File: config.mk
export PLATFORM = sky130hd
export DESIGN_NAME = nonpreemptive_edf_dispatcher_unit
export DESIGN_NICKNAME = d
export VERILOG_FILES = /design/src/design/edf_pkg.sv /design/src/design/edf_rem_unit.sv /design/src/design/nonpreemptive_edf_dispatcher_unit.sv
export SDC_FILE = /design/constraint.sdc
export NUM_CORES = 1
export LEC_CHECK = 0
export BUFFER_PORTS_ARGS = -buffer_cell sky130_fd_sc_hd__buf_2
export CELL_PAD_IN_SITES_DETAIL_PLACEMENT = 1
export CELL_PAD_IN_SITES_GLOBAL_PLACEMENT = 1
export CORE_ASPECT_RATIO = 1.2
export CORE_MARGIN = 8
export CORE_UTILIZATION = 35
export CTS_CLUSTER_DIAMETER = 120
export DETAILED_ROUTE_END_ITERATION = 10
export PLACE_DENSITY_LB_ADDON = 0.1
export SETUP_SLACK_MARGIN = 0.2
export SLEW_MARGIN = 30
export SYNTH_ARGS = -nofsm -noshare
export SYNTH_HDL_FRONTEND = slang
export SYNTH_SLANG_ARGS = --single-unit
export TNS_END_PERCENT = 1
File: constraint.sdc
create_clock -name clk_i -period 5.8 [get_ports clk_i]
set_input_delay 0 -clock clk_i [delete_from_list [all_inputs] [get_ports clk_i]]
set_output_delay 0 -clock clk_i [all_outputs]
set_load 0.02 [all_outputs]
File: src/design/edf_pkg.sv
// Shared types and constants of the non-preemptive EDF dispatcher.
// Used by edf_rem_unit and nonpreemptive_edf_dispatcher_unit; no dependencies.
`timescale 1ns / 1ps

package edf_pkg;

  // Field widths fixed by the register and stream layout
  localparam int unsigned PERIOD_W    = 16;
  localparam int unsigned COST_W      = 16;
  localparam int unsigned HP_W        = 16;
  localparam int unsigned COUNT_W     = 3;
  localparam int unsigned CFG_IDX_W   = 3;
  localparam int unsigned CFG_DATA_W  = 32;
  localparam int unsigned OUT_IDX_W   = 2;
  localparam int unsigned OUT_NUM_W   = 16;
  localparam int unsigned OUT_TIME_W  = 16;
  localparam int unsigned S_DATA_W    = 8;
  localparam int unsigned M_DATA_W    = 40;
  localparam int unsigned PARAM_REGS  = 4;

  // Reset value of each task register: period 1, cost 1
  localparam logic [CFG_DATA_W-1:0] PARAM_RESET = 32'h0001_0001;

  // Configuration register indexes
  typedef enum logic [CFG_IDX_W-1:0] {
    REG_TASK_COUNT   = 3'd0,
    REG_HYPERPERIOD  = 3'd1,
    REG_TASK0_PARAMS = 3'd2,
    REG_TASK1_PARAMS = 3'd3,
    REG_TASK2_PARAMS = 3'd4,
    REG_TASK3_PARAMS = 3'd5
  } cfg_reg_e;

  // Sequencer states
  typedef enum logic [2:0] {
    ST_IDLE,
    ST_REL_CHECK,
    ST_REL_WAIT,
    ST_SELECT,
    ST_DONE
  } seq_state_e;

  // Control strobes decoded from the sequencer state
  typedef struct packed {
    logic s_ready;
    logic rem_start;
    logic out_load;
  } seq_ctrl_t;

endpackage

File: src/design/edf_rem_unit.sv
// Shared bit-serial remainder unit: dividend mod divisor, one bit per cycle.
// Depends on edf_pkg for the divisor width.
`timescale 1ns / 1ps

module edf_rem_unit #(
  parameter int unsigned DIV_BITS = 16
) (
  input  logic                          clk_i,
  input  logic                          rst_ni,
  input  logic                          start_i,
  input  logic [DIV_BITS-1:0]           dividend_i,
  input  logic [edf_pkg::PERIOD_W-1:0]  divisor_i,
  output logic                          done_o,
  output logic                          rem_zero_o
);

  localparam int unsigned KW = (DIV_BITS > 1) ? $clog2(DIV_BITS) : 1;
  localparam int unsigned RW = edf_pkg::PERIOD_W;

  logic              busy_q, busy_d;
  logic              done_q, done_d;
  logic [KW-1:0]     step_q, step_d;
  logic [DIV_BITS-1:0] num_q, num_d;
  logic [RW-1:0]     div_q, div_d;
  logic [RW-1:0]     rem_q, rem_d;
  logic [RW:0]       trial;
  logic [RW:0]       diff;
  logic              last_step;

  // One restoring step: shift in the next dividend bit, subtract if it fits
  always_comb begin
    trial     = {rem_q, num_q[DIV_BITS-1]};
    diff      = trial - {1'b0, div_q};
    last_step = (step_q == KW'(DIV_BITS - 1));
  end

  always_comb begin
    busy_d = busy_q;
    done_d = 1'b0;
    step_d = step_q;
    num_d  = num_q;
    div_d  = div_q;
    rem_d  = rem_q;
    if (start_i) begin
      busy_d = 1'b1;
      step_d = '0;
      num_d  = dividend_i;
      div_d  = divisor_i;
      rem_d  = '0;
    end else if (busy_q) begin
      rem_d  = (trial >= {1'b0, div_q}) ? diff[RW-1:0] : trial[RW-1:0];
      num_d  = num_q << 1;
      step_d = step_q + KW'(1);
      if (last_step) begin
        busy_d = 1'b0;
        done_d = 1'b1;
      end
    end
  end

  // Hold control state
  always_ff @(posedge clk_i or negedge rst_ni) begin
    if (!rst_ni) begin
      busy_q <= 1'b0;
      done_q <= 1'b0;
      step_q <= '0;
    end else begin
      busy_q <= busy_d;
      done_q <= done_d;
      step_q <= step_d;
    end
  end

  // Hold operands and partial remainder
  always_ff @(posedge clk_i) begin
    num_q <= num_d;
    div_q <= div_d;
    rem_q <= rem_d;
  end

  assign done_o     = done_q;
  assign rem_zero_o = (rem_q == '0);

endmodule

File: src/design/nonpreemptive_edf_dispatcher_unit.sv
// Top level of the non-preemptive EDF dispatcher: configuration registers,
// tick sequencer, task state and output register. Uses edf_pkg and edf_rem_unit.
`timescale 1ns / 1ps

// Usage:
// Each beat on the s_axis channel is one scheduler tick; tdata[0] is restart,
// which returns time, the running job and the dispatch count to zero and drops
// all pending jobs before the tick is processed. Each tick gives exactly one
// beat on m_axis: tuser says a job started, tdata carries the task index, the
// dispatch number and the tick time, tlast marks the last tick of the
// hyperperiod. Registers are to be written over the cfg channel (always ready)
// only while no tick is in flight; the block does not enforce this.
// Sequence: a tick is accepted in the idle state, then each task in use is
// visited once for release: a task with a nonzero period runs the shared
// remainder unit, a zero period only advances the loop. When the release loop
// closes and no job runs, the earliest-deadline pick visits each task in use;
// the final state then loads the output.
// The result sits in an output register, so the next tick is taken while it
// waits; a stalled receiver holds the block in its final state until the
// register frees. Reset clears all control state and restores register values.

module nonpreemptive_edf_dispatcher_unit #(
  parameter int unsigned NUM_TASKS = 4,
  parameter int unsigned TIME_BITS = 16
) (
  input  logic                             clk_i,
  input  logic                             rst_ni,
  // Tick input, tdata: restart (bit 0), zeros above
  input  logic                             s_axis_tvalid,
  output logic                             s_axis_tready,
  input  logic [edf_pkg::S_DATA_W-1:0]     s_axis_tdata,
  // Result, tdata: task_index [1:0], dispatch_number [17:2], tick_time [33:18]
  output logic                             m_axis_tvalid,
  input  logic                             m_axis_tready,
  output logic [edf_pkg::M_DATA_W-1:0]     m_axis_tdata,
  // tuser: dispatched
  output logic                             m_axis_tuser,
  // tlast: period_end
  output logic                             m_axis_tlast,
  // Configuration writes
  input  logic                             cfg_valid_i,
  output logic                             cfg_ready_o,
  input  logic [edf_pkg::CFG_IDX_W-1:0]    cfg_index_i,
  input  logic [edf_pkg::CFG_DATA_W-1:0]   cfg_data_i
);

  localparam int unsigned WB   = (TIME_BITS > edf_pkg::PERIOD_W) ? TIME_BITS
                                                                 : edf_pkg::PERIOD_W;
  localparam int unsigned CW   = WB + 1;
  localparam int unsigned DW   = TIME_BITS + 1;
  localparam int unsigned IW   = (NUM_TASKS > 1) ? $clog2(NUM_TASKS) : 1;
  localparam int unsigned CNTW = $clog2(NUM_TASKS + 1);
  localparam int unsigned PADW = edf_pkg::M_DATA_W - edf_pkg::OUT_IDX_W
                                 - edf_pkg::OUT_NUM_W - edf_pkg::OUT_TIME_W;

  // Configuration state
  logic [edf_pkg::COUNT_W-1:0]    task_count_q;
  logic [edf_pkg::HP_W-1:0]       hyperperiod_q;
  logic [edf_pkg::CFG_DATA_W-1:0] params_q [NUM_TASKS];
  logic [edf_pkg::OUT_IDX_W-1:0]  wr_task;
  logic                           cfg_we;

  // Scheduler state
  edf_pkg::seq_state_e            state_q, state_d;
  edf_pkg::seq_ctrl_t             ctrl;
  logic [CNTW-1:0]                cnt_q;
  logic [TIME_BITS-1:0]           time_q;
  logic [edf_pkg::COST_W-1:0]     busy_q;
  logic [edf_pkg::OUT_NUM_W-1:0]  dcount_q;
  logic [NUM_TASKS-1:0]           pending_q;
  logic [DW-1:0]                  deadline_q [NUM_TASKS];
  logic                           found_q;
  logic [IW-1:0]                  best_idx_q;
  logic [DW-1:0]                  best_dl_q;
  logic [edf_pkg::COST_W-1:0]     best_cost_q;

  // Output register
  logic                           m_valid_q;
  logic [edf_pkg::M_DATA_W-1:0]   m_data_q;
  logic                           m_user_q;
  logic                           m_last_q;

  // Derived values
  logic                           s_accept;
  logic                           rem_done, rem_zero;
  logic [CNTW-1:0]                n_tasks;
  logic                           cnt_lt_n;
  logic [IW-1:0]                  cur;
  logic [edf_pkg::PERIOD_W-1:0]   cur_period;
  logic [edf_pkg::COST_W-1:0]     cur_cost;
  logic [DW-1:0]                  cur_dl;
  logic                           better;
  logic                           dispatching;
  logic [CW-1:0]                  now_ext;
  logic [CW-1:0]                  now_inc;
  logic [CW-1:0]                  hp_eff;
  logic                           period_end;
  logic [edf_pkg::COST_W-1:0]     best_cost_m1;

  assign cfg_ready_o = 1'b1;
  assign cfg_we      = cfg_valid_i && cfg_ready_o;
  assign wr_task     = edf_pkg::OUT_IDX_W'(cfg_index_i - edf_pkg::REG_TASK0_PARAMS);

  // Task under the loop counter and per-step decisions
  always_comb begin
    n_tasks     = ({29'd0, task_count_q} > 32'(NUM_TASKS)) ? CNTW'(NUM_TASKS)
                                                          : CNTW'(task_count_q);
    cnt_lt_n    = (cnt_q < n_tasks);
    cur         = cnt_q[IW-1:0];
    cur_period  = params_q[cur][31:16];
    cur_cost    = (params_q[cur][15:0] == '0) ? edf_pkg::COST_W'(1) : params_q[cur][15:0];
    cur_dl      = deadline_q[cur];
    better      = !found_q || (cur_dl < best_dl_q) ||
                  ((cur_dl == best_dl_q) && (cur_cost > best_cost_q));
    dispatching = (busy_q == '0) && found_q;
    now_ext     = CW'(time_q);
    now_inc     = now_ext + CW'(1);
    hp_eff      = (hyperperiod_q == '0) ? CW'(1) : CW'(hyperperiod_q);
    period_end  = (now_inc >= hp_eff);
    best_cost_m1 = best_cost_q - edf_pkg::COST_W'(1);
  end

  // Next state
  always_comb begin
    state_d = state_q;
    case (state_q)
      edf_pkg::ST_IDLE: begin
        if (s_accept) state_d = edf_pkg::ST_REL_CHECK;
      end
      edf_pkg::ST_REL_CHECK: begin
        if (!cnt_lt_n) begin
          state_d = (busy_q != '0) ? edf_pkg::ST_DONE : edf_pkg::ST_SELECT;
        end else if (cur_period != '0) begin
          state_d = edf_pkg::ST_REL_WAIT;
        end
      end
      edf_pkg::ST_REL_WAIT: begin
        if (rem_done) state_d = edf_pkg::ST_REL_CHECK;
      end
      edf_pkg::ST_SELECT: begin
        if (!cnt_lt_n) state_d = edf_pkg::ST_DONE;
      end
      edf_pkg::ST_DONE: begin
        if (!m_valid_q || m_axis_tready) state_d = edf_pkg::ST_IDLE;
      end
      default: state_d = edf_pkg::ST_IDLE;
    endcase
  end

  // Control strobes
  always_comb begin
    ctrl = '0;
    case (state_q)
      edf_pkg::ST_IDLE:      ctrl.s_ready   = 1'b1;
      edf_pkg::ST_REL_CHECK: ctrl.rem_start = cnt_lt_n && (cur_period != '0);
      edf_pkg::ST_DONE:      ctrl.out_load  = !m_valid_q || m_axis_tready;
      default:               ctrl = '0;
    endcase
  end

  assign s_axis_tready = ctrl.s_ready;
  assign s_accept      = s_axis_tvalid && s_axis_tready;

  edf_rem_unit #(
    .DIV_BITS (WB)
  ) u_rem (
    .clk_i      (clk_i),
    .rst_ni     (rst_ni),
    .start_i    (ctrl.rem_start),
    .dividend_i (WB'(time_q)),
    .divisor_i  (cur_period),
    .done_o     (rem_done),
    .rem_zero_o (rem_zero)
  );

  // Configuration registers
  always_ff @(posedge clk_i or negedge rst_ni) begin
    if (!rst_ni) begin
      task_count_q  <= edf_pkg::COUNT_W'(1);
      hyperperiod_q <= edf_pkg::HP_W'(1);
      for (int t = 0; t < NUM_TASKS; t++) begin
        params_q[t] <= edf_pkg::PARAM_RESET;
      end
    end else if (cfg_we) begin
      case (cfg_index_i)
        edf_pkg::REG_TASK_COUNT:  task_count_q  <= cfg_data_i[edf_pkg::COUNT_W-1:0];
        edf_pkg::REG_HYPERPERIOD: hyperperiod_q <= cfg_data_i[edf_pkg::HP_W-1:0];
        edf_pkg::REG_TASK0_PARAMS, edf_pkg::REG_TASK1_PARAMS,
        edf_pkg::REG_TASK2_PARAMS, edf_pkg::REG_TASK3_PARAMS: begin
          for (int t = 0; t < NUM_TASKS; t++) begin
            if (32'(t) == 32'(wr_task)) params_q[t] <= cfg_data_i;
          end
        end
        default: ;
      endcase
    end
  end

  // Sequencer and scheduler control state
  always_ff @(posedge clk_i or negedge rst_ni) begin
    if (!rst_ni) begin
      state_q   <= edf_pkg::ST_IDLE;
      cnt_q     <= '0;
      time_q    <= '0;
      busy_q    <= '0;
      dcount_q  <= '0;
      pending_q <= '0;
      found_q   <= 1'b0;
      m_valid_q <= 1'b0;
    end else begin
      state_q <= state_d;

      // Take a tick: restart drops everything before release
      if (s_accept) begin
        cnt_q   <= '0;
        found_q <= 1'b0;
        if (s_axis_tdata[0]) begin
          time_q    <= '0;
          busy_q    <= '0;
          dcount_q  <= '0;
          pending_q <= '0;
        end
      end

      // Advance the release loop
      if (state_q == edf_pkg::ST_REL_CHECK) begin
        if (!cnt_lt_n) begin
          cnt_q <= '0;
        end else if (cur_period == '0) begin
          cnt_q <= cnt_q + CNTW'(1);
        end
      end
      if (state_q == edf_pkg::ST_REL_WAIT && rem_done) begin
        if (rem_zero) pending_q[cur] <= 1'b1;
        cnt_q <= cnt_q + CNTW'(1);
      end

      // Advance the earliest-deadline search
      if (state_q == edf_pkg::ST_SELECT && cnt_lt_n) begin
        cnt_q <= cnt_q + CNTW'(1);
        if (pending_q[cur] && better) found_q <= 1'b1;
      end

      // Close the tick: run down or start a job, advance time or wrap it to zero
      if (ctrl.out_load) begin
        if (busy_q != '0) begin
          busy_q <= busy_q - edf_pkg::COST_W'(1);
        end else if (found_q) begin
          pending_q[best_idx_q] <= 1'b0;
          busy_q   <= best_cost_m1;
        end
        if (period_end) begin
          time_q   <= '0;
          dcount_q <= '0;
        end else begin
          time_q <= now_inc[TIME_BITS-1:0];
          if (dispatching) dcount_q <= dcount_q + edf_pkg::OUT_NUM_W'(1);
        end
      end

      // Output valid
      if (ctrl.out_load) begin
        m_valid_q <= 1'b1;
      end else if (m_axis_tready) begin
        m_valid_q <= 1'b0;
      end
    end
  end

  // Payload: deadlines, best candidate, output beat
  always_ff @(posedge clk_i) begin
    if (state_q == edf_pkg::ST_REL_WAIT && rem_done && rem_zero) begin
      deadline_q[cur] <= DW'(now_ext + CW'(cur_period));
    end
    if (state_q == edf_pkg::ST_SELECT && cnt_lt_n && pending_q[cur] && better) begin
      best_idx_q  <= cur;
      best_dl_q   <= cur_dl;
      best_cost_q <= cur_cost;
    end
    if (ctrl.out_load) begin
      m_data_q <= {{PADW{1'b0}},
                   edf_pkg::OUT_TIME_W'(time_q),
                   dispatching ? dcount_q : edf_pkg::OUT_NUM_W'(0),
                   dispatching ? edf_pkg::OUT_IDX_W'(best_idx_q)
                               : edf_pkg::OUT_IDX_W'(0)};
      m_user_q <= dispatching;
      m_last_q <= period_end;
    end
  end

  assign m_axis_tvalid = m_valid_q;
  assign m_axis_tdata  = m_data_q;
  assign m_axis_tuser  = m_user_q;
  assign m_axis_tlast  = m_last_q;

  // The output register is never overwritten while a beat waits
  a_no_overwrite: assert property (@(posedge clk_i) disable iff (!rst_ni)
    ctrl.out_load |-> (!m_valid_q || m_axis_tready))
    else $error("output beat overwritten while stalled");

  // A job still running blocks any new dispatch on this tick
  a_busy_blocks: assert property (@(posedge clk_i) disable iff (!rst_ni)
    (ctrl.out_load && (busy_q != '0)) |=> !m_axis_tuser)
    else $error("dispatch while a job is running");

  // The remainder unit only finishes while the sequencer waits on it
  a_rem_done_wait: assert property (@(posedge clk_i) disable iff (!rst_ni)
    rem_done |-> (state_q == edf_pkg::ST_REL_WAIT))
    else $error("remainder result outside release wait");

endmodule

# Word level (Yosys, flattened, before mapping)
# Memory sizes are Yosys's and may differ from the RTL's.
# Index checks and enable logic that the tools add are counted.
# classes
n_addsub	9
n_mul	0
n_div	0
order_cmp	11
n_eq_ne	19
shift	0
n_mux	68
bitwise_logic	4
n_reduce_logical	40
# op_table
op	count
16-bit 2-to-1 mux	19
16-bit logical NOT	5
32-bit binary-select mux with 2-bit select	1
32-bit 2-to-1 mux	2
3-bit 2-to-1 mux	14
4-bit 2-to-1 mux	9
17-bit by 16-bit >= comparator with 1-bit output	2
16-bit nonzero test	2
16-bit by 1-bit subtractor with 16-bit output (second input constant)	2
1-bit 2-to-1 mux	19
16-bit by 1-bit adder with 17-bit output (second input constant)	1
16-bit by 16-bit adder with 17-bit output	1
17-bit == test	1
17-bit less-than comparator	1
16-bit by 1-bit adder with 16-bit output (second input constant)	1
16-bit greater-than comparator	1
16-bit subtractor	1
3-bit one-hot mux with 5 select lines	1
3-bit by 2-bit == test with 1-bit output (second input constant)	4
1-bit logical AND	12
3-bit AND reduction	4
3-bit == test (second input constant)	3
2-bit nonzero test	4
3-bit by 1-bit == test with 1-bit output (second input constant)	2
27 further kinds	39
# word_totals
register_bits	332
latchBits	0
ramBits	68
rom_bits	0
n_memories	1
# memory_table
name	depth	word_bits	read_ports	rd_clocked_by_memory_dff	wr	line	rtl
deadline_q	4	17	1	0	1	nonpreemptive_edf_dispatcher_unit.sv:71	logic [DW-1:0] deadline_q [NUM_TASKS];

# Logic depth before layout (Yosys ltp)
# Gate-level depths: netlist of the first run.
# logic_depth
word_depth	12
mapped_depth	17
mapped_depth_nobuf	14

# By module
# A second synthesis of the first run with hierarchy kept.
# unflattened
cells_unflattened	1602
area_unflattened_um2	20050.5
# by_module_without_submodules
mod	instances	cells_per_inst	area_each_um2	seq_area_each_um2
nonpreemptive_edf_dispatcher_unit	1	1309	16996.3	9366.5
edf_rem_unit	1	293	3054.2	1431.4

# Worst setup path after synthesis of the first run
# OpenSTA, ideal clock, no wires.
# synth_timing
kind	reg-to-reg
start	reg cnt_q[0]
end	reg best_cost_q[0] in the netlist's numbering, enable pin
arrival_ns	5.661
required_ns	5.320
setup_slack_ns	-0.342
path_stages_with_launch	13
n_path_buf	5
period_less_slack_ns	6.142
path_cell_list	dfrtp_1 -> buf_6 -> buf_6 -> buf_4 -> buf_2 -> buf_2 -> mux4_2 -> ha_1 -> and4_1 -> nand2_1 -> nor4_1 -> o31ai_1 -> o31ai_1
# synth_between
word_cells_on_any_way	19
# synth_lines
element	line	rtl
from (decl)	nonpreemptive_edf_dispatcher_unit.sv:66	logic [CNTW-1:0] cnt_q;
from (signal assigned)	nonpreemptive_edf_dispatcher_unit.sv:230	cnt_q <= cnt_q + CNTW'(1);
from (signal assigned)	nonpreemptive_edf_dispatcher_unit.sv:235	cnt_q <= cnt_q + CNTW'(1);
from (signal assigned)	nonpreemptive_edf_dispatcher_unit.sv:240	cnt_q <= cnt_q + CNTW'(1);
memory 4 x 17 bit *	n/a	
named net cur_dl[6]	nonpreemptive_edf_dispatcher_unit.sv:91	logic [DW-1:0] cur_dl;
17-bit less-than comparator or 17-bit == test (tied branches)	nonpreemptive_edf_dispatcher_unit.sv:113, nonpreemptive_edf_dispatcher_unit.sv:114	
1-bit logical OR or 1-bit logical AND (tied branches)	nonpreemptive_edf_dispatcher_unit.sv:113, nonpreemptive_edf_dispatcher_unit.sv:114	
1-bit logical OR *	nonpreemptive_edf_dispatcher_unit.sv:113	better = !found_q || (cur_dl < best_dl_q) ||
1-bit logical AND *	nonpreemptive_edf_dispatcher_unit.sv:275	if (state_q == edf_pkg::ST_SELECT && cnt_lt_n && pending_q[cur] && better) begin
to (signal assigned)	nonpreemptive_edf_dispatcher_unit.sv:278	best_cost_q <= cur_cost;
to (decl)	nonpreemptive_edf_dispatcher_unit.sv:75	logic [edf_pkg::COST_W-1:0] best_cost_q;
# The timed path passes the listed nets; every way through them passes the cells marked *. The select of a mux whose other input is x is not followed.
# A chain may end at the register's enable or synchronous reset.

# Final worst setup path of the first run
# layout_timing
start	reg cnt_q[0]
end	mem deadline_q[0][16] in the netlist's numbering, data pin
# layout_between
elab_chain_cells	5
# layout_rtl
element	line	rtl
2-bit NOT with 3-bit output (implied by the code)	nonpreemptive_edf_dispatcher_unit.sv:110	cur_period = params_q[cur][31:16];
32-bit binary-select mux with 2-bit select	nonpreemptive_edf_dispatcher_unit.sv:110	
32-bit 2-to-1 mux (2 in a row)	n/a	
named net cur_period, one bit	nonpreemptive_edf_dispatcher_unit.sv:89	logic [edf_pkg::PERIOD_W-1:0] cur_period;
16-bit by 16-bit adder with 17-bit output	nonpreemptive_edf_dispatcher_unit.sv:273	deadline_q[cur] <= DW'(now_ext + CW'(cur_period));
to (decl)	nonpreemptive_edf_dispatcher_unit.sv:71	
# The timed path passes the listed nets, and every way through them passes these cells. The select of a mux whose other input is x is not followed.

==> results of run 1 <==
through the flow:
stage               util, %  cells
floorplan                 -   1629
global placement       37.2   2388
detailed placement     37.3   2388
CTS                    40.4   2507
global route           40.5   2509
finish                 40.5   2509
layout make-up:
| type | instances | area, µm² | share of cell area (%) |
|---|---|---|---|
| sequential | 400 | 10800 | 46.8 |
| multi-input combinational | 1061 | 8600 | 37.3 |
| clock buffer | 56 | 1210 | 5.24 |
| timing repair buffer | 137 | 961 | 4.17 |
| tap | 735 | 920 | 3.99 |
| inverter | 95 | 357 | 1.55 |
| clock inverter | 25 | 211 | 0.917 |
cells in the mapped netlist (10+ instances only):
library cell and instances:
nand2b_1 10, clkbuf_1 32, nor4_1 18, o21ai_2 10
ha_1 92, o21a_1 11, a31oi_1 25, xnor2_1 40
nor2b_1 12, dfstp_2 10, a21oi_1 62, edfxtp_1 171
nand3_1 53, nor3_1 27, inv_1 93, mux2_2 133
dfrtp_1 203, nor2_1 76, nand4_1 20, and3_1 14
xor2_1 11, buf_2 18, dfxtp_1 16, mux4_2 49
nand2_1 118, a21o_1 25, o21ai_0 73, and2_1 26
state kept, by name, indices dropped and copies added, names as in the netlist, 16 cells and up:
| signal | count |
|---|---|
| time_q | 16 |
| best_cost_q | 16 |
| deadline_q | 68 |
| m_axis_tdata | 34 |
| u_rem.num_q | 16 |
| busy_q | 16 |
| u_rem.rem_q | 16 |
| u_rem.div_q | 16 |
| params_q | 128 |
| best_dl_q | 17 |
| hyperperiod_q | 16 |
| dcount_q | 16 |
metal layers:
metal	routed length [µm]	global-route usage [%]	vias up	share of wire, %
met5	0	0	-	0
met1	23800	21.9	6890	44
met4	1180	4.74	0	2.2
li1	-	-	6243	-
met2	27400	29.3	170	51
met3	1760	2.16	66	3.2
logic make-up after synthesis:
| family | synth area share, % |
|---|---|
| adder cells (fa/ha/maj) | 5.94 |
| multiplexers | 13.5 |
| AND/OR/NAND/NOR | 11.0 |
| XOR/XNOR | 2.23 |
| buffers and inverters | 3.63 |
| AO/OA/AOI/OAI | 9.73 |
| other | 0.0375 |
| flip-flops | 53.9 |
worst max-delay path, delay by kind of cell, from the launching register on:
kind	cells	cell delay, ns
AOI/OAI and AO/OA	6	1.65
DFF	1	0.99
muxes	1	0.67
buffers and inverters	1	0.48
adders and majority gates	1	0.38
and+or+nand+nor	1	0.15
power by group:
group | internal, mW | switching (mW) | total, mW
logic | 1.38 | 2.04 | 3.42
clock network | 1.61 | 1.17 | 2.78
registers | 3.60 | 0.378 | 3.98
total | 6.60 | 3.59 | 10.2
worst max-delay path by stage:
| stage | start | endpoint | slack [ns] | cells past startpoint |
|---|---|---|---|---|
| 4_1_cts | cnt_q[0] | deadline_q[0][16] | 1.08 | 10 |
| 2_1_floorplan | cnt_q[0] | best_cost_q[0] | 0.75 | 12 |
| 5_1_grt | cnt_q[0] | deadline_q[0][16] | 0.72 | 10 |
| 3_5_place_dp | cnt_q[0] | deadline_q[1][16] | 1.13 | 10 |
| 6_report | cnt_q[0] | deadline_q[0][16] | 1.17 | 10 |
| 3_3_place_gp | cnt_q[0] | deadline_q[0][16] | 1.22 | 10 |
==> results.json, run 1 <==
{
  "cts_root_buffer": "clkbuf_16",
  "critPathArrivalTime_ns": 4.94,
  "synth-edff-count": 171,
  "holdWs_ns": 0.0902,
  "syn_area_per_cell_um2": 12.3,
  "worstReg2RegStart": "cnt_q[0]",
  "synth_top_area_cell": "edfxtp_1",
  "drt_iter0_markers": 652,
  "cts.path.max_buffers": 3,
  "yosysSeqAreaShare_pct": 53.9,
  "syn_inst": 1624,
  "worst_r2r_path_depth": 10,
  "critPathSlowestCell": "dfrtp_4",
  "area_growth_pct": 15.0,
  "total_power_mw": 10.2,
  "routed_via_density": 5.33,
  "clkSlewWorstSetupHoldPaths_ns": 0.06,
  "n_fill_cell": 6095,
  "drc": 0,
  "cellPowerDensity_nw_per_um2": 442,
  "synth_area_um2": 20000,
  "min_path_cells": 4,
  "fmax_ghz": 0.216,
  "layout-drive-gt1-share_pct": 23.1,
  "gp_congestion": 0.771,
  "post_drt_wl_per_cell_um": 21.6,
  "clk_latency_ns": 0.57,
  "grt_pass1_vias": 14559,
  "h-tree-depth": 2,
  "min_to": "task_count_q[2]",
  "layout_common_cells": "201 x dfrtp_1, 171 x edfxtp_1, 133 x mux2_2",
  "wirelength_um": 54200,
  "chipWidth_um": 234,
  "hold_buffers": 38,
  "finalSetupTns_ns": 0,
  "hold_path.startpoint": "cfg_index_i[2]",
  "coreArea_um2": 56900,
  "tightest_slew_ns": 0.960,
  "cts_tree": "yes",
  "p_leak_nw": 9.43,
  "status": "finished, final reports clean",
  "dpl_cell_area_um2": 21200,
  "ctsResizeCount": 0,
  "crit_chain": "buf_4 -> mux4_2 -> ha_1 -> nor2b_1 -> o21ai_0 -> a21boi_0 -> o211ai_1 -> a41oi_1 -> a31oi_1 -> o31ai_1",
  "async_reset_ff_share_pct": 53.3,
  "postRouteAntennaNets": 0,
  "grt_start_max_net_pins": 114,
  "ir_worst_vdd_mv": 0.235,
  "finClkSkew_ns": 0.0160,
  "fin_area_um2": 23100,
  "synth_cell_type_count": 84,
  "start_util_pct": 35.2,
  "period_needed_ns": 4.63,
  "crit_type": "reg -> reg",
  "io-pin-count": 93,
  "antenna_cells": 0,
  "grtUsageTotal_pct": 16.9,
  "synth_flop_cell": "dfrtp_1",
  "antenna_found_initial": 0,
  "regToRegSetupSlack_ns": 1.17,
  "netlist.area_leader.share_pct": 25.6,
  "dpl.hpwl_um": 37500,
  "cts_num_sinks": 400,
  "timing.final.crit_share_pct": 79.9,
  "worstPathMaxFanout": 42,
  "grt_overflow": 0,
  "grt_pass1_wl_um": 85800,
  "hold_violations": 0,
  "fin_nets": 1881,
  "vias": 13369,
  "cts_setup_buffers": 0,
  "required_ns": 6.11,
  "cts_buffers": 44,
  "row_count": 96,
  "die_h_um": 278,
  "layout.cells.most_common": "dfrtp_1",
  "cp_slowest_stage_delay_ns": 0.99,
  "synth_seq_cells": 400,
  "slew_violations": 0,
  "ys_warn_count": 0,
  "die_area_um2": 65200,
  "drv_cap": 0,
  "yosys-top-cells-area": "edfxtp_1 26%, dfrtp_1 25%, mux2_2 7.5%",
  "rsz0062_at_grt": "no",
  "numPortBuffers": 78,
  "holdCritPathClass": "in -> reg",
  "relSlewSlack_pct": 35.9,
  "setup_ws_ns": 1.17,
  "place_ws_ns": 1.13,
  "r2r_end": "deadline_q[0][16]",
  "setup_viol": 0,
  "startpoint_type": "flip-flop",
  "dr.pass1.iters": 4,
  "end_kind": "flip-flop"
}
Note: power is estimated with default switching activity, not from simulation.
==> run 2, diff against run 1 <==
--- a/config.mk
+++ b/config.mk
@@ -5,6 +5,7 @@
 export SDC_FILE = /design/constraint.sdc
 export NUM_CORES = 1
 export LEC_CHECK = 0
+export ABC_AREA = 1
 export BUFFER_PORTS_ARGS = -buffer_cell sky130_fd_sc_hd__buf_2
 export CELL_PAD_IN_SITES_DETAIL_PLACEMENT = 1
 export CELL_PAD_IN_SITES_GLOBAL_PLACEMENT = 1
==> constraint.sdc (replaced) <==
create_clock -name clk_i -period 4.7 [get_ports clk_i]
set_input_delay 0 -clock clk_i [delete_from_list [all_inputs] [get_ports clk_i]]
set_output_delay 0 -clock clk_i [all_outputs]
set_load 0.02 [all_outputs]
==> results.json, run 2 <==
{
  "status": "finished, final reports clean",
  "clk_latency_ns": 0.60,
  "layout-drive-gt1-share_pct": 7.98,
  "cts_tree": "yes",
  "worst_r2r_path_depth": 13,
  "cp_slowest_stage_delay_ns": 0.57,
  "cp_num_buf_inv": 2,
  "yosys-top-cells-area": "edfxtp_1 24%, dfrtp_1 24%, nand2_1 12%",
  "cts_root_buffer": "clkbuf_16",
  "holdCritPathClass": "in -> async",
  "switchingPower_mw": 5.33,
  "synth_area_um2": 21200,
  "synth_top_area_cell": "edfxtp_1",
  "ys_warn_count": 0,
  "grt_pass1_vias": 18041,
  "synth_commonest_cells": "675 x nand2_1, 319 x inv_1, 258 x o21ai_0, 203 x dfrtp_1, 187 x nor2_1",
  "multiInputGateArea_um2": 8670,
  "n_fill_cell": 7100,
  "drt_iter0_markers": 741,
  "antenna_cells": 0,
  "crit_chain": "inv_1 -> nor3_1 -> nand2_1 -> nor2_1 -> xor2_1 -> ha_1 -> and3_1 -> nand3_1 -> o21ai_0 -> nor2_1 -> nand2_1 -> buf_4 -> o21ai_0",
  "cellPowerDensity_nw_per_um2": 555,
  "critPathArrivalTime_ns": 4.30,
  "largest_reg_flops": 128,
  "regToRegSetupSlack_ns": 0.89,
  "startpoint_type": "flip-flop",
  "ctsResizeCount": 0,
  "area_growth_pct": 14.7,
  "synth-edff-count": 171,
  "dr.pass1.iters": 4,
  "fmax_ghz": 0.263,
  "tightest_slew_ns": 0.933,
  "synth_seq_cells": 400,
  "syn_area_per_cell_um2": 8.37,
  "power_frac_clock_pct": 27.2,
  "io-pin-count": 93,
  "h-tree-depth": 2,
  "critPathSlowestCell": "nor3_1",
  "grt_start_max_net_pins": 85,
  "vias": 17103,
  "finClkSkew_ns": 0.0267,
  "top_register": "params_q",
  "cts_setup_buffers": 0,
  "synth_cell_type_count": 47,
  "row_count": 98,
  "relSlewSlack_pct": 37.8,
  "worstReg2RegStart": "time_q[2]",
  "numPortBuffers": 78,
  "r2r_end": "time_q[13]",
  "grt_pass1_wl_um": 102000,
  "yosysSeqAreaShare_pct": 51.0,
  "postRouteAntennaNets": 0,
  "crit_type": "reg -> reg",
  "post-route-util_pct": 40.7,
  "routed_via_density": 4.93,
  "period_needed_ns": 3.81,
  "gp_congestion": 0.840,
  "rsz0062_at_grt": "no",
  "drv_cap": 0,
  "start_util_pct": 35.5,
  "cts.path.max_buffers": 3,
  "required_ns": 5.19,
  "coreArea_um2": 59700,
  "intPower_mw": 8.14,
  "finalSetupTns_ns": 0,
  "clkSlewWorstSetupHoldPaths_ns": 0.06,
  "end_kind": "flip-flop",
  "sw_frac_of_total_pct": 39.6,
  "die_h_um": 285,
  "hold_violations": 0,
  "fin_area_um2": 24300,
  "syn_inst": 2531,
  "cp_top_family": "simple AND/OR/NAND/NOR gates",
  "seqPwrFrac_pct": 36.5,
  "setup_viol": 0,
  "antenna_found_initial": 0,
  "timing.final.crit_share_pct": 81.0,
  "slew_violations": 0,
  "synth_most_common_cell": "nand2_1",
  "worstPathMaxFanout": 17,
  "p_leak_nw": 11.4,
  "dpl_cell_area_um2": 22300,
  "netlist.area_leader.share_pct": 24.3,
  "dpl.hpwl_um": 44600,
  "grtUsageTotal_pct": 18.6,
  "layout.cells.most_common": "nand2_1",
  "ff_latch_area_um2": 10800,
  "ir_worst_vdd_mv": 0.255,
  "die_area_um2": 68700,
  "combPwrFrac_pct": 36.3,
  "fin_nets": 2774,
  "wirelength_um": 63300,
  "grt_overflow": 0,
  "cts_buffers": 45,
  "synth_flop_cell": "dfrtp_1",
  "async_reset_ff_share_pct": 53.3,
  "drc": 0,
  "cts_num_sinks": 400,
  "post_drt_wl_per_cell_um": 18.2,
  "layout_common_cells": "675 x nand2_1, 319 x inv_1, 258 x o21ai_0",
  "chipWidth_um": 241
}
## run 2: final cells by class
class,instances,area share (%)
Multi-Input combinational cell,1712,35.7
Tap cell,800,4.12
Clock inverter,27,1.27
Inverter,325,5.02
Timing Repair Buffer,148,4.34
Clock buffer,57,5.07
Sequential cell,400,44.5
## run 2: worst max path at each step
stage,from,end,slack [ns],cells past startpoint
4_1_cts,cnt_q[1],best_dl_q[0],0.76,15
3_5_place_dp,cnt_q[1],best_dl_q[12],0.80,15
5_1_grt,time_q[2],time_q[14],0.49,14
6_report,time_q[2],time_q[13],0.89,13
2_1_floorplan,cnt_q[0],best_cost_q[0],1.14,17
3_3_place_gp,cnt_q[1],best_dl_q[12],0.88,15
## run 2: worst reg2reg max path, delay by kind of cell (launching register included)
family	cells	cell delay (ns)
AOI/OAI and AO/OA	2	0.27
xor gates and xnor gates	1	0.29
adders and majority gates	1	0.30
buffers and inverters	2	0.51
DFF	1	0.47
and+or+nand+nor	7	1.88
## run 2: stage by stage
step | cells | hold slack (ns) | setup WS [ns] | power, mW
3_5_place_dp | 3345 | 0.0812 | 0.800 | 9.91
2_1_floorplan | 2536 | -0.296 | 1.14 | 8.39
3_3_place_gp | 3345 | 0.0667 | 0.880 | 9.74
4_1_cts | 3469 | 0.0405 | 0.764 | 13.7
5_1_grt | 3469 | 0.0785 | 0.487 | 14.5
6_report | 3469 | 0.0284 | 0.891 | 13.5
## run 2: power by group through the flow
stage	Clock, mW	Sequential [mW]	Combinational, mW
4_1_cts	3.78	4.93	4.98
3_5_place_dp	0	4.99	4.92
5_1_grt	3.89	5.00	5.62
3_3_place_gp	0	4.97	4.77
6_report	3.66	4.92	4.89
2_1_floorplan	0	4.88	3.51
## run 2: routing by layer
layer,track usage (%),part of all wire [%],vias up
li1,-,-,8475
met2,31.4,48,197
met5,0,0,-
met4,4.86,2.3,0
met3,2.91,3.1,75
met1,24.6,47,8356
## run 2: cells by family (layout without fill, tap and decap cells)
kind of cell               count (synthesis)  after routing  synth area share [%]
adders and majority gates                 94             94                  5.63
and+or+nand+nor                         1135           1135                  22.1
buffers and inverters                    424            557                  8.36
DFF                                      400            400                  51.0
AOI/OAI and AO/OA                        414            414                  10.3
xor gates and xnor gates                  62             62                  2.56
other                                      2              7                0.0355
## run 2: what timing repair did
item / 4_1_cts / 5_1_grt
setup endpoints to repair: 0 / 0
endpoints found under the hold margin: 237 / 0
hold buffers: 40 / 0
==> run 3, diff against run 2 <==
==> constraint.sdc (replaced) <==
create_clock -name clk_i -period 3.4 [get_ports clk_i]
set_input_delay 0 -clock clk_i [delete_from_list [all_inputs] [get_ports clk_i]]
set_output_delay 0 -clock clk_i [all_outputs]
set_load 0.02 [all_outputs]
==> results.json, run 3 (synthesized netlist as in run 2, its figures left out) <==
{
  "cp_slowest_stage_delay_ns": 0.55,
  "total_power_mw": 19.1,
  "grtUsageTotal_pct": 19.1,
  "finClkSkew_ns": 0.0229,
  "grt_start_max_net_pins": 95,
  "fmax_ghz": 0.307,
  "grt_overflow": 0,
  "critPathArrivalTime_ns": 3.59,
  "n_fill_cell": 7095,
  "cts_num_sinks": 400,
  "drc": 0,
  "setup_viol": 0,
  "holdCritPathClass": "in -> async",
  "layout-drive-gt1-share_pct": 11.3,
  "wirelength_um": 66100,
  "drv_cap": 0,
  "end_kind": "flip-flop",
  "chipWidth_um": 241,
  "worst_r2r_path_depth": 13,
  "tightest_slew_ns": 0.832,
  "slew_violations": 0,
  "routed_via_density": 4.99,
  "cts.path.max_buffers": 3,
  "cts_root_buffer": "clkbuf_16",
  "hold_violations": 0,
  "dpl.hpwl_um": 46800,
  "top_register": "params_q",
  "layout.cells.most_common": "nand2_1",
  "area_growth_pct": 18.4,
  "period_needed_ns": 3.26,
  "grt_pass1_vias": 18487,
  "numPortBuffers": 78,
  "finalSetupTns_ns": 0,
  "dr.pass1.iters": 4,
  "start_util_pct": 35.5,
  "clkSlewWorstSetupHoldPaths_ns": 0.06,
  "worstReg2RegStart": "cnt_q[0]",
  "holdWs_ns": 0.0755,
  "antenna_cells": 0,
  "io-pin-count": 93,
  "rsz0062_at_grt": "yes",
  "drt_iter0_markers": 844,
  "crit_type": "reg -> reg",
  "instances_no_fill": 3519,
  "cts_tree": "yes",
  "clk_latency_ns": 0.59,
  "crit_chain": "buf_4 -> bufbuf_16 -> o21ai_0 -> o22ai_1 -> ha_1 -> nand2_1 -> nor3_4 -> nand4_1 -> nand3_2 -> nand3_2 -> nand2_2 -> clkinvlp_4 -> buf_12",
  "p_leak_nw": 11.7,
  "largest_reg_flops": 128,
  "cellPowerDensity_nw_per_um2": 764,
  "layout_common_cells": "669 x nand2_1, 317 x inv_1, 248 x o21ai_0",
  "die_area_um2": 68700,
  "timing.final.crit_share_pct": 95.9,
  "die_h_um": 285,
  "vias": 17546,
  "regToRegSetupSlack_ns": 0.14,
  "fin_nets": 2825,
  "startpoint_type": "flip-flop",
  "place_ws_ns": 0.0863,
  "postRouteAntennaNets": 0,
  "critPathSlowestCell": "dfrtp_4",
  "worstPathMaxFanout": 36,
  "status": "finished, final reports clean",
  "grt_pass1_wl_um": 105000,
  "crit_top_cell": "nand3_2",
  "setup_ws_ns": 0.140,
  "cts_buffers": 45,
  "ir_worst_vdd_mv": 0.406,
  "relSlewSlack_pct": 44.6,
  "antenna_found_initial": 0,
  "h-tree-depth": 2,
  "gp_congestion": 0.835,
  "place_inst": 3383,
  "required_ns": 3.74,
  "post_drt_wl_per_cell_um": 18.8,
  "r2r_end": "best_dl_q[12]",
  "row_count": 98,
  "coreArea_um2": 59700
}
==> run 3: cell count changes in the layout (fill, tap and decap cells not counted), sizes merged <==
cell,change
buf,+45
clkbuf,+18
clkinv,-13
bufinv,-4
clkinvlp,+3
bufbuf,+1
==> run 3: power breakdown <==
group | switching (mW) | internal (mW)
Sequential | 0.605 | 6.19
Clock | 2.08 | 2.75
Combinational | 4.95 | 2.57
Total | 7.64 | 11.5
==> run 3: final cells by class <==
class	instances	area [µm²]	share of cell area (%)
Sequential cell	400	10800	43.1
Multi-Input combinational cell	1712	8900	35.5
Timing Repair Buffer	199	1690	6.75
Clock buffer	70	1310	5.24
Inverter	325	1220	4.88
Tap cell	800	1000	3.99
Clock inverter	13	126	0.504
==> run 3: layer usage <==
layer	global-route usage, %	up-vias	share of wire, %
met4	4.34	0	1.7
met5	0	-	0
met3	2.38	65	2.8
met1	25.5	8698	47
li1	-	8585	-
met2	32.8	198	49
==> run 3: worst max-delay path, delay by kind of cell, from the launching register on <==
family          cells  cell delay [ns]
fa+ha+maj           1             0.32
buf+inv             4             0.98
simple gates        6             0.82
compound gates      2             0.32
flops               1             0.55
==> run 3: how the worst max path moves through the flow <==
stage | from | to | slack (ns)
final | cnt_q[0] | best_dl_q[12] | 0.14
after global placement | cnt_q[1] | best_dl_q[3] | 0.10
after floorplan | cnt_q[0] | best_cost_q[0] | 0.16
after global routing | cnt_q[0] | best_cost_q[14] | -0.1
after detailed placement | cnt_q[1] | best_dl_q[3] | 0.09
after CTS | cnt_q[1] | best_dl_q[12] | 0.15
==> run 3: through the flow <==
stage / area (µm²) / utilization (%)
global placement: 22700 / 38.1
global route: 25100 / 42.0
finish: 25100 / 42.0
detailed placement: 22700 / 38.1
floorplan: 21200 / -
CTS: 24700 / 41.3
==> run 3: timing repair <==
action,in CTS,in global routing
hold buffers,40,0
gates resized for setup,7,62
endpoints found under the hold margin,252,0
pin swaps,0,9
setup buffers,1,5
setup endpoints to repair,85,108
cloned,1,6
